===== config.mk =====
export PLATFORM = sky130hd
export DESIGN_NAME = doubly_linked_list_manager
export DESIGN_NICKNAME = d
export VERILOG_FILES = /design/src/design/dllm_pkg.sv /design/src/design/dllm_ram.sv /design/src/design/doubly_linked_list_manager.sv
export SDC_FILE = /design/constraint.sdc
export NUM_CORES = 1
export LEC_CHECK = 0
export BUFFER_PORTS_ARGS = -buffer_cell sky130_fd_sc_hd__buf_4
export CORE_MARGIN = 2
export CORE_UTILIZATION = 50
export DETAILED_ROUTE_END_ITERATION = 7
export GPL_TIMING_DRIVEN = 0
export MAX_ROUTING_LAYER = met4
export PLACE_DENSITY = 0.72
export SLEW_MARGIN = 0
export SYNTH_ARGS = -nofsm -noshare
export SYNTH_HDL_FRONTEND = slang
export SYNTH_SLANG_ARGS = --single-unit
export TNS_END_PERCENT = 1

===== constraint.sdc =====
create_clock -name clk -period 6.5 [get_ports clk]
set_clock_uncertainty 0.2 [all_clocks]
set_input_delay 0.65 -clock clk [delete_from_list [all_inputs] [get_ports clk]]
set_output_delay 0.65 -clock clk [all_outputs]
set_load 0.05 [all_outputs]

===== src/design/dllm_pkg.sv =====
// ----------------------------------------------------------------------------
// dllm_pkg
// Shared types and constants for the doubly linked list manager.
// ----------------------------------------------------------------------------
package dllm_pkg;

    // default size of the node pool
    localparam int NODES_DEF = 16;

    // width of the command code field
    localparam int KIND_W = 4;

    typedef enum logic [KIND_W-1:0] {
        KIND_ADD_HEAD   = 4'd0,
        KIND_ADD_TAIL   = 4'd1,
        KIND_UNLINK     = 4'd2,
        KIND_POP_HEAD   = 4'd3,
        KIND_POP_TAIL   = 4'd4,
        KIND_MOVE_FRONT = 4'd5,
        KIND_HEAD       = 4'd6,
        KIND_TAIL       = 4'd7,
        KIND_PRED       = 4'd8,
        KIND_SUCC       = 4'd9
    } kind_t;

    typedef enum logic [1:0] {
        STAT_OK     = 2'd0,
        STAT_EMPTY  = 2'd1,
        STAT_MISUSE = 2'd2
    } status_t;

endpackage


===== src/design/dllm_ram.sv =====
// ----------------------------------------------------------------------------
// dllm_ram
// Simple dual-port RAM: one write port, one read port, registered read data.
// ----------------------------------------------------------------------------
module dllm_ram #(
    parameter int DEPTH = dllm_pkg::NODES_DEF,
    parameter int WIDTH = 1,
    localparam int AW = $clog2(DEPTH)
) (
    input  logic             clk,
    input  logic             we,
    input  logic [AW-1:0]    waddr,
    input  logic [WIDTH-1:0] wdata,
    input  logic             re,
    input  logic [AW-1:0]    raddr,
    output logic [WIDTH-1:0] rdata
);
    import dllm_pkg::*;

    logic [WIDTH-1:0] mem [DEPTH];
    logic [WIDTH-1:0] rdata_reg;

    always_ff @(posedge clk)
    begin
        if (we)
        begin
            mem[waddr] <= wdata;
        end
    end

    always_ff @(posedge clk)
    begin
        if (re)
        begin
            rdata_reg <= mem[raddr];
        end
    end

    assign rdata = rdata_reg;

endmodule


===== src/design/doubly_linked_list_manager.sv =====
// ----------------------------------------------------------------------------
// doubly_linked_list_manager
// One doubly linked list over a pool of NODES node indices, driven by a
// command stream; each command returns one node index (or none) and a status.
// ----------------------------------------------------------------------------
// Flow: a command is taken only in ST_IDLE, which issues the link memory reads;
//   ST_EXEC evaluates, does the first writes and loads the result register,
//   waiting while an earlier result is still held; move to front of a
//   non-head node then adds ST_LINK (its relink needs a second write to the
//   next and prev link memories). A new command waits until the last is done.
// Reset: head/tail go to none at once; then a clearing pass zeroes the in-list
//   memory, during which no command is taken.
// ----------------------------------------------------------------------------
module doubly_linked_list_manager #(
    parameter int NODES = dllm_pkg::NODES_DEF,
    localparam int IDX_W = $clog2(NODES),
    localparam int PTR_W = $clog2(NODES + 1),
    localparam int S_W   = ((dllm_pkg::KIND_W + IDX_W + 7) / 8) * 8,
    localparam int M_W   = ((PTR_W + 2 + 7) / 8) * 8
) (
    input  logic           clk,
    input  logic           rst_n,
    // command channel
    input  logic           s_tvalid,
    output logic           s_tready,
    input  logic [S_W-1:0] s_tdata,   // kind[3:0], node[IDX_W-1:0], zero pad
    // result channel
    output logic           m_tvalid,
    input  logic           m_tready,
    output logic [M_W-1:0] m_tdata    // node_out[PTR_W-1:0], status[1:0], zero pad
);
    import dllm_pkg::*;

    localparam logic [PTR_W-1:0] NONE = PTR_W'(NODES);

    typedef enum logic [1:0] {
        ST_CLEAR,   // in-list memory clearing pass
        ST_IDLE,    // wait for a command, issue link reads
        ST_EXEC,    // evaluate, first writes, result
        ST_LINK     // move to front: relink at head
    } state_t;

    // ---------------------------------------------------------------- state
    state_t            state_reg,      state_next;
    logic [IDX_W-1:0]  clr_reg,        clr_next;
    logic [PTR_W-1:0]  head_reg,       head_next;
    logic [PTR_W-1:0]  tail_reg,       tail_next;
    logic [KIND_W-1:0] kind_reg,       kind_next;
    logic [PTR_W-1:0]  tgt_reg,        tgt_next;    // node the command works on
    logic              tgt_ok_reg,     tgt_ok_next; // tgt_reg is a real index
    logic              out_valid_reg,  out_valid_next;
    logic [PTR_W-1:0]  out_node_reg,   out_node_next;
    status_t           out_status_reg, out_status_next;

    // ------------------------------------------------------- memory ports
    logic             nx_we, pv_we, in_we;
    logic [IDX_W-1:0] nx_wa, pv_wa, in_wa;
    logic [PTR_W-1:0] nx_wd, pv_wd;
    logic             in_wd;
    logic             rd_en;
    logic [IDX_W-1:0] rd_addr;
    logic [PTR_W-1:0] rd_next, rd_prev;
    logic             rd_in;

    // -------------------------------------------------------- decode/exec
    logic [KIND_W-1:0] in_kind;
    logic [PTR_W-1:0]  in_node;
    logic [PTR_W-1:0]  sel_tgt;
    logic              accept;
    logic              exec_go;
    logic              listed;
    logic              is_head, is_tail;
    logic              do_detach;

    assign in_kind = s_tdata[KIND_W-1:0];
    assign in_node = PTR_W'(s_tdata[KIND_W +: IDX_W]);

    assign s_tready = (state_reg == ST_IDLE);
    assign accept   = s_tvalid && s_tready;

    // head and tail style commands work on the pointer, the rest on the node
    always_comb
    begin
        case (in_kind) inside
            KIND_POP_HEAD, KIND_HEAD: sel_tgt = head_reg;
            KIND_POP_TAIL, KIND_TAIL: sel_tgt = tail_reg;
            default:                  sel_tgt = in_node;
        endcase
    end

    assign rd_en   = accept && (sel_tgt < NONE);
    assign rd_addr = sel_tgt[IDX_W-1:0];

    // the result register must be free before a command may retire
    assign exec_go = (state_reg == ST_EXEC) && (!out_valid_reg || m_tready);

    assign listed  = tgt_ok_reg && rd_in;
    assign is_head = (head_reg == tgt_reg);
    assign is_tail = (tail_reg == tgt_reg);

    always_comb
    begin
        state_next      = state_reg;
        clr_next        = clr_reg;
        head_next       = head_reg;
        tail_next       = tail_reg;
        kind_next       = kind_reg;
        tgt_next        = tgt_reg;
        tgt_ok_next     = tgt_ok_reg;
        out_valid_next  = out_valid_reg && !m_tready;
        out_node_next   = out_node_reg;
        out_status_next = out_status_reg;

        nx_we = 1'b0;
        nx_wa = tgt_reg[IDX_W-1:0];
        nx_wd = NONE;
        pv_we = 1'b0;
        pv_wa = tgt_reg[IDX_W-1:0];
        pv_wd = NONE;
        in_we = 1'b0;
        in_wa = tgt_reg[IDX_W-1:0];
        in_wd = 1'b0;
        do_detach = 1'b0;

        case (state_reg)
            ST_CLEAR:
            begin
                in_we = 1'b1;
                in_wa = clr_reg;
                in_wd = 1'b0;
                clr_next = clr_reg + 1'b1;
                if (clr_reg == IDX_W'(NODES - 1))
                begin
                    state_next = ST_IDLE;
                end
            end

            ST_IDLE:
            begin
                if (accept)
                begin
                    kind_next   = in_kind;
                    tgt_next    = sel_tgt;
                    tgt_ok_next = (sel_tgt < NONE);
                    state_next  = ST_EXEC;
                end
            end

            ST_EXEC:
            begin
                if (exec_go)
                begin
                    state_next      = ST_IDLE;
                    out_valid_next  = 1'b1;
                    out_node_next   = NONE;
                    out_status_next = STAT_MISUSE;

                    case (kind_reg)
                        KIND_ADD_HEAD:
                        begin
                            if (tgt_ok_reg && !rd_in)
                            begin
                                pv_we = (head_reg != NONE);
                                pv_wa = head_reg[IDX_W-1:0];
                                pv_wd = tgt_reg;
                                nx_we = 1'b1;
                                nx_wd = head_reg;
                                in_we = 1'b1;
                                in_wd = 1'b1;
                                head_next = tgt_reg;
                                if (tail_reg == NONE)
                                begin
                                    tail_next = tgt_reg;
                                end
                                out_node_next   = tgt_reg;
                                out_status_next = STAT_OK;
                            end
                        end

                        KIND_ADD_TAIL:
                        begin
                            if (tgt_ok_reg && !rd_in)
                            begin
                                nx_we = (tail_reg != NONE);
                                nx_wa = tail_reg[IDX_W-1:0];
                                nx_wd = tgt_reg;
                                pv_we = 1'b1;
                                pv_wd = tail_reg;
                                in_we = 1'b1;
                                in_wd = 1'b1;
                                tail_next = tgt_reg;
                                if (head_reg == NONE)
                                begin
                                    head_next = tgt_reg;
                                end
                                out_node_next   = tgt_reg;
                                out_status_next = STAT_OK;
                            end
                        end

                        KIND_UNLINK, KIND_POP_HEAD, KIND_POP_TAIL:
                        begin
                            if (listed)
                            begin
                                do_detach = 1'b1;
                                in_we = 1'b1;
                                in_wd = 1'b0;
                                out_node_next   = tgt_reg;
                                out_status_next = STAT_OK;
                            end
                            else if (kind_reg != KIND_UNLINK)
                            begin
                                out_status_next = STAT_EMPTY;
                            end
                        end

                        KIND_MOVE_FRONT:
                        begin
                            if (listed)
                            begin
                                if (!is_head)
                                begin
                                    // unhook now, relink at head next cycle
                                    do_detach  = 1'b1;
                                    state_next = ST_LINK;
                                end
                                out_node_next   = tgt_reg;
                                out_status_next = STAT_OK;
                            end
                        end

                        KIND_HEAD, KIND_TAIL:
                        begin
                            if (tgt_ok_reg)
                            begin
                                out_node_next   = tgt_reg;
                                out_status_next = STAT_OK;
                            end
                            else
                            begin
                                out_status_next = STAT_EMPTY;
                            end
                        end

                        KIND_PRED:
                        begin
                            if (listed)
                            begin
                                if (is_head)
                                begin
                                    out_status_next = STAT_EMPTY;
                                end
                                else
                                begin
                                    out_node_next   = rd_prev;
                                    out_status_next = STAT_OK;
                                end
                            end
                        end

                        KIND_SUCC:
                        begin
                            if (listed)
                            begin
                                if (is_tail)
                                begin
                                    out_status_next = STAT_EMPTY;
                                end
                                else
                                begin
                                    out_node_next   = rd_next;
                                    out_status_next = STAT_OK;
                                end
                            end
                        end

                        default:
                        begin
                            out_status_next = STAT_MISUSE;
                        end
                    endcase

                    // unhook tgt from its neighbors; the prev link of the head
                    // and the next link of the tail are never trusted
                    if (do_detach)
                    begin
                        if (is_head)
                        begin
                            head_next = is_tail ? NONE : rd_next;
                        end
                        else
                        begin
                            nx_we = 1'b1;
                            nx_wa = rd_prev[IDX_W-1:0];
                            nx_wd = is_tail ? NONE : rd_next;
                        end
                        if (is_tail)
                        begin
                            tail_next = is_head ? NONE : rd_prev;
                        end
                        else
                        begin
                            pv_we = 1'b1;
                            pv_wa = rd_next[IDX_W-1:0];
                            pv_wd = is_head ? NONE : rd_prev;
                        end
                    end
                end
            end

            ST_LINK:
            begin
                // list is non-empty here and head is not tgt
                pv_we = 1'b1;
                pv_wa = head_reg[IDX_W-1:0];
                pv_wd = tgt_reg;
                nx_we = 1'b1;
                nx_wd = head_reg;
                head_next  = tgt_reg;
                state_next = ST_IDLE;
            end

            default:
            begin
                state_next = ST_IDLE;
            end
        endcase
    end

    always_ff @(posedge clk or negedge rst_n)
    begin
        if (!rst_n)
        begin
            state_reg     <= ST_CLEAR;
            clr_reg       <= '0;
            head_reg      <= NONE;
            tail_reg      <= NONE;
            out_valid_reg <= 1'b0;
        end
        else
        begin
            state_reg     <= state_next;
            clr_reg       <= clr_next;
            head_reg      <= head_next;
            tail_reg      <= tail_next;
            out_valid_reg <= out_valid_next;
        end
    end

    always_ff @(posedge clk)
    begin
        kind_reg       <= kind_next;
        tgt_reg        <= tgt_next;
        tgt_ok_reg     <= tgt_ok_next;
        out_node_reg   <= out_node_next;
        out_status_reg <= out_status_next;
    end

    // ---------------------------------------------------------- memories
    dllm_ram #(.DEPTH(NODES), .WIDTH(PTR_W)) u_next_ram (
        .clk   (clk),
        .we    (nx_we),
        .waddr (nx_wa),
        .wdata (nx_wd),
        .re    (rd_en),
        .raddr (rd_addr),
        .rdata (rd_next)
    );

    dllm_ram #(.DEPTH(NODES), .WIDTH(PTR_W)) u_prev_ram (
        .clk   (clk),
        .we    (pv_we),
        .waddr (pv_wa),
        .wdata (pv_wd),
        .re    (rd_en),
        .raddr (rd_addr),
        .rdata (rd_prev)
    );

    dllm_ram #(.DEPTH(NODES), .WIDTH(1)) u_in_ram (
        .clk   (clk),
        .we    (in_we),
        .waddr (in_wa),
        .wdata (in_wd),
        .re    (rd_en),
        .raddr (rd_addr),
        .rdata (rd_in)
    );

    // ------------------------------------------------------------ output
    assign m_tvalid = out_valid_reg;
    assign m_tdata  = M_W'({out_status_reg, out_node_reg});

    // -------------------------------------------------------- assertions
    // an empty list has neither end; a non-empty one has both
    a_ends_agree: assert property (@(posedge clk) disable iff (!rst_n)
        (head_reg == NONE) == (tail_reg == NONE))
        else $error("head and tail disagree on list emptiness");

    // pointers never leave the pool or none
    a_ptr_range: assert property (@(posedge clk) disable iff (!rst_n)
        (head_reg <= NONE) && (tail_reg <= NONE))
        else $error("head or tail pointer out of range");

    // no command taken during the clearing pass
    a_no_cmd_clear: assert property (@(posedge clk) disable iff (!rst_n)
        (state_reg == ST_CLEAR) |-> !s_tready)
        else $error("command accepted while clearing");

    // every retired command leaves a result behind
    a_exec_result: assert property (@(posedge clk) disable iff (!rst_n)
        exec_go |=> m_tvalid)
        else $error("executed command produced no result");

endmodule


After elaboration in Yosys (flattened, before gate mapping)
Memory sizes are Yosys's and may differ from the RTL's. A register that Yosys moved wholly into a read port is not among the register bits.
Index checks and enable logic that the tools add are counted.
{"block": "totals", "mem_count": 3, "ramBits": 176, "output_inout_bits": 10, "latch_bits": 0, "regBits": 34, "romBits": 0, "in_bits": 12, "elab_cells": 164}
{"block": "classes", "n_reduce_logical": 23, "n_lt_le_gt_ge": 1, "shifts": 0, "n_div": 0, "addsub": 1, "n_mux": 99, "bitwise_logic": 0, "mul": 0, "n_eq_ne": 27}
{"name": "u_next_ram.mem", "depth": 16, "word_bits": 5, "read_ports": 1, "rd_clocked_by_memory_dff": 1, "write_ports": 1, "line": "dllm_ram.sv:20", "text": "logic [WIDTH-1:0] mem [DEPTH];"}
{"name": "u_prev_ram.mem", "depth": 16, "word_bits": 5, "read_ports": 1, "rd_clocked_by_memory_dff": 1, "write_ports": 1, "line": "dllm_ram.sv:20"}
{"name": "u_in_ram.mem", "depth": 16, "word_bits": 1, "read_ports": 1, "rd_clocked_by_memory_dff": 1, "write_ports": 1, "line": "dllm_ram.sv:20"}
{"cell": "$mux W5", "count": 28}
{"cell": "$pmux W5 S2", "count": 7}
{"cell": "$mux W4", "count": 12}
{"cell": "$mux W1", "count": 29}
{"cell": "$eq A4 B3 Y1 const B", "count": 7}
{"cell": "$pmux W5 S5", "count": 1}
{"cell": "$mux W2", "count": 12}
{"cell": "$pmux W1 S2", "count": 7}
{"cell": "$eq A4 B2 Y1 const B", "count": 3}
{"cell": "$eq A4 B4 Y1 const B", "count": 3}
{"cell": "$pmux W2 S6", "count": 1}
{"cell": "$eq A5 B5 Y1", "count": 2}
{"cell": "$eq A5 B5 Y1 const B", "count": 2}
{"cell": "$ne A5 B5 Y1 const B", "count": 2}
{"cell": "$pmux W2 S4", "count": 1}
{"cell": "$pmux W4 S2", "count": 1}
{"cell": "$reduce_or A2 Y1", "count": 4}
{"cell": "$logic_and A1 B1 Y1", "count": 6}
{"cell": "$reduce_and A2 Y1", "count": 3}
{"cell": "$lt A5 B5 Y1 const B", "count": 1}
{"cell": "$add A4 B1 Y4 const B", "count": 1}
{"cell": "$eq A2 B2 Y1 const B", "count": 2}
{"cell": "$eq A4 B1 Y1 const B", "count": 1}
{"cell": "$logic_not A4 Y1", "count": 1}
{"cell": "other kinds (11)", "count": 14}

Depth between registers and ports, before layout
{"block": "depth", "ltp_word": 11, "ltp_mapped": 10, "mapped_depth_nobuf": 9}

Cells and area by module
A second synthesis with hierarchy kept.
{"block": "hier_totals", "hier_cells": 687, "hier_area_um2": 10203.5}
{"mod": "dllm_ram (u_next_ram ...)", "seq_area_each_um2": 2552.4, "area_per_inst_um2": 3263.1, "cells_per_inst": 155, "instances": 2}
{"mod": "doubly_linked_list_manager", "seq_area_each_um2": 938.4, "area_per_inst_um2": 2921.6, "cells_per_inst": 330, "instances": 1}
{"mod": "dllm_ram (u_in_ram)", "seq_area_each_um2": 510.5, "area_per_inst_um2": 755.7, "cells_per_inst": 47, "instances": 1}

Worst setup path before layout
OpenSTA, ideal clock, no wires.
{"block": "synth_timing", "path_type": "flip-flop to flip-flop", "from": "reg state_reg[0]", "to": "mem u_prev_ram.mem[1][0] (netlist bit), enable pin", "t_arrival_ns": 2.509, "setup_time_ns": 0.339, "synth_period_minus_slack_ns": 3.048, "t_required_ns": 5.961, "stages_incl_launch_ff": 11, "path_buffers": 2, "setup_slack_ns": 3.452, "path_cell_list": "dfrtp_1 -> inv_1 -> ha_1 -> clkbuf_1 -> nand2_1 -> inv_1 -> clkbuf_1 -> a222oi_1 -> a21oi_1 -> nand3_1 -> nor2_1"}
{"block": "synth_via", "elab_chain_cells": 6, "elab_cells_between_ends": 9, "classes_between": "eq/ne: 2; mux: 6; reduce/logical: 1"}
{"element": "start: declaration", "line": "doubly_linked_list_manager.sv:44", "text": "state_t state_reg, state_next;"}
{"element": "start signal: assignment", "line": "doubly_linked_list_manager.sv:342", "text": "state_reg <= state_next;"}
{"element": "$eq A2 B2 Y1", "line": "doubly_linked_list_manager.sv:95, doubly_linked_list_manager.sv:125"}
{"element": "$logic_and A1 B1 Y1", "line": "doubly_linked_list_manager.sv:95", "text": "assign exec_go = (state_reg == ST_EXEC) && (!out_valid_reg || m_tready);"}
{"element": "$mux W1", "line": "doubly_linked_list_manager.sv:151", "text": "if (exec_go)"}
{"element": "$pmux W1 S2", "line": "doubly_linked_list_manager.sv:125", "text": "case (state_reg)"}
{"element": "$mux W1", "line": "dllm_ram.sv:25", "text": "if (we)"}
{"element": "$mux W1 (not written as such)", "line": "dllm_ram.sv:27", "text": "mem[waddr] <= wdata;"}
{"element": "end: declaration", "line": "dllm_ram.sv:20"}
Parallel ways exist; a longest one is shown, timed or not.

Worst setup path after layout
{"block": "layout_timing", "from": "reg state_reg[0]", "to": "mem u_prev_ram.mem[13][0] (netlist bit), enable pin"}
The elaborated chain is that of the path after synthesis.

==> flow_metrics.env <==
export IMPL_rsz0062_at_grt="no"
export IMPL_worst_pin_slew_ns=1.08
export IMPL_routed_via_density=6.68
export IMPL_dieHeight_um=157
export IMPL_power_per_cell_area_mw_per_mm2=351
export IMPL_syn_avg_cell_area_um2=11.3
export IMPL_fill_cells=1919
export IMPL_min_period_ns=4.26
export IMPL_vias=9451
export IMPL_synthArstFlopShare_pct=7.69
export IMPL_hold_start="s_tdata[3]"
export IMPL_switchingPower_mw=1.65
export IMPL_avgRoutedWirePerCell_um=25.7
export IMPL_path_cells="inv_1, ha_1, clkbuf_1, nand2_1, inv_1, clkbuf_1, a222oi_1, a21oi_1, nand3_1, nor2_1"
export IMPL_post_route_period_util_pct=65.6
export IMPL_clock_latency_ns=0.55
export IMPL_cts_htree_levels=1
export IMPL_core_area_mm2=0.0228
export IMPL_post_cts_resize_count=0
export IMPL_pwr_share_comb_pct=30.4
export IMPL_ant_nets=0
export IMPL_fmax_ghz=0.235
export IMPL_p_sw_share_pct=36.0
export IMPL_p_seq_share_pct=40.4
export IMPL_gp_congestion=0.960
export IMPL_worst_hold_slack_ns=0.0905
export IMPL_yosys_area_top_type="edfxtp_1"
export IMPL_cts_sinks=221
export IMPL_p_clk_share_pct=29.2
export IMPL_tns_ns=0
export IMPL_place_ws_ns=2.29
export IMPL_maxCapViolations=0
export IMPL_p_int_mw=2.93
export IMPL_worst_ep_arrival_time_ns=4.24
export IMPL_syn_cell_area_mm2=0.0117
export IMPL_grt_pass1_wl_um=54600
export IMPL_cts_tree="built"
export IMPL_ys_top_cells_by_area="edfxtp_1 (52%), dfrtp_1 (3.2%), mux2i_1 (3.2%)"
export IMPL_track_usage_pct=30.7
export IMPL_reg_top3="u_next_ram.mem (80), u_prev_ram.mem (80), u_in_ram.mem (16)"
export IMPL_final_common_cell="edfxtp_1"
export IMPL_critPathRequiredTime_ns=6.48
export IMPL_synth_distinct_cells=86
export IMPL_irDropWorstVdd_mv=0.217
export IMPL_dp_hpwl_um=25900
export IMPL_max_slew_margin_pct=27.7
export IMPL_crit_path_max_fanout=16
export IMPL_cts_buffers=24
export IMPL_antenna_found_initial=0
export IMPL_multi_input_area_mm2=0.00467
export IMPL_ys_ff_latch=221
export IMPL_syn_to_final_growth_pct=11.5
export IMPL_start_kind="flop"
export IMPL_grt_start_max_net_pins=18
export IMPL_initial_core_util_pct=51.3
export IMPL_io_buffers=19
export IMPL_fp_dieArea_mm2=0.0246
export IMPL_die_width_um=157
export IMPL_synth_top_area_share_pct=52.5
export IMPL_dr_pass1_iters=6
export IMPL_seqCellArea_mm2=0.00655
export IMPL_synth_cells=1034
export IMPL_path_clk_slew_ns=0.06
export IMPL_final_hold_violation_count=0
export IMPL_yosysSeqAreaShare_pct=56.1
export IMPL_synth_nets=1052
export IMPL_nets=1103
export IMPL_worst_setup_path_end_kind="flop"
export IMPL_design_portCount=22
export IMPL_drive_gt1_share_pct=12.0
export IMPL_r2r_start="state_reg[0]"
export IMPL_outcome="complete, no violations"
export IMPL_hold_path_class="primary input to flop"
export IMPL_worstSetupPathType="flop to flop"
export IMPL_p_leak_nw=4.28
export IMPL_drc=0
export IMPL_ys_warn_count=0
export IMPL_n_antenna_cell=0
export IMPL_drt_iter0_markers=1479
export IMPL_finalWorstSetupSlack_ns=2.24
export IMPL_gr_total_overflow=0
export IMPL_crit_start="state_reg[0]"
export IMPL_routed_wl_um=36400
export IMPL_synth_edf_count=204
export IMPL_grt_pass1_vias=9000
export IMPL_layout_common_cells="edfxtp_1 (204), nor2_1 (88), a21oi_1 (67)"
export IMPL_cpPeakStageDelay_ns=0.73
export IMPL_cts_root_buf="clkbuf_16"
export IMPL_finalSetupViolations=0
export IMPL_clockBufferDepth=3
export IMPL_stdcell_area_mm2=0.0130
export IMPL_dpl_cell_area_mm2=0.0123
export IMPL_slowest_stage="clkbuf_1"
export IMPL_ys_flop_type="edfxtp_1"
export IMPL_drv_slew=0
export IMPL_rows=55
power by group through the flow:
stage / registers [mW] / clock network (mW) / logic (mW)
2_1_floorplan: 1.87 / 0 / 0.884
3_3_place_gp: 1.87 / 0 / 1.30
4_1_cts: 1.84 / 1.34 / 1.35
3_5_place_dp: 1.87 / 0 / 1.34
6_report: 1.85 / 1.34 / 1.39
5_1_grt: 1.86 / 1.39 / 1.48
Yosys cell counts, types with 9 or more instances:
cell type and number:
edfxtp_1 204, nor2_1 88, a21oi_1 67, nand2_1 65, clkbuf_1 55, o21ai_0 53
o211ai_1 42, nor3_1 39, mux2i_1 37, a22oi_1 35, o22a_1 27, nor2b_1 21
o22ai_1 21, buf_2 20, dfrtp_1 15, a211oi_1 14, a31oi_1 14, inv_1 14
nand2b_1 13, nand3_1 10, xor2_1 9
timing repair:
action | 4_1_cts | 5_1_grt
buffers inserted | 0 | 0
endpoints found under the setup margin | 0 | 0
hold buffers | 1 | 0
endpoints found under the hold margin | 15 | 0
worst paths after layout:
kind,slack [ns],cells past startpoint,end
worst max-delay path,2.24,10,u_prev_ram.mem[13][0]
worst min-delay path,0.09,1,kind_reg[3]
worst max register to register,2.24,10,u_prev_ram.mem[13][0]
worst min register to register,0.33,1,clr_reg[0]
max in group asynchronous,5.51,2,tail_reg[4]
min in group asynchronous,0.33,2,clr_reg[3]
logic make-up (layout without fill, tap and decap cells):
kind of cell               Yosys count  in the layout  synth area share, %
and+or+nand+nor                    295            295                 13.1
DFF                                221            221                 56.1
adders and majority gates            6              6                0.643
xor gates and xnor gates            14             14                 1.21
buffers and inverters              101            169                 3.86
AOI/OAI and AO/OA                  351            351                 21.1
other                                1              1               0.0321
muxes                               45             45                 3.94
per-stage QoR:
step / instances / power [mW] / utilization, %
after floorplan: 1034 / 2.76 / -
after global placement: 1366 / 3.18 / 53.6
after detailed placement: 1371 / 3.22 / 53.8
after CTS: 1415 / 4.54 / 57.2
after global routing: 1415 / 4.73 / 57.2
final: 1415 / 4.58 / 57.2
critical path: cells and delay by family (launching register included):
family                   cells  cell delay, ns
AO/OA/AOI/OAI                2            0.47
adder cells (fa/ha/maj)      1            0.15
AND/OR/NAND/NOR              3            1.17
buffers and inverters        4            1.51
flip-flops                   1            0.41
area by class of cell:
cell class / instances / area share [%]
multi-input combinational: 712 / 35.9
timing repair buffer: 25 / 1.52
tap: 313 / 3.01
clock inverter: 17 / 1.15
buffer: 87 / 3.06
clock buffer: 26 / 4.67
inverter: 14 / 0.404
sequential: 221 / 50.3
routing by layer:
| metal | vias up | routed length (µm) | track usage [%] |
|---|---|---|---|
| li1 | 4131 | - | - |
| met1 | 4561 | 14700 | 41.6 |
| met2 | 647 | 16300 | 46.2 |
| met3 | 112 | 3850 | 5.26 |
| met4 | 0 | 1500 | 12.0 |
| met5 | - | 0 | - |
Note: power is estimated with default switching activity, not from simulation.
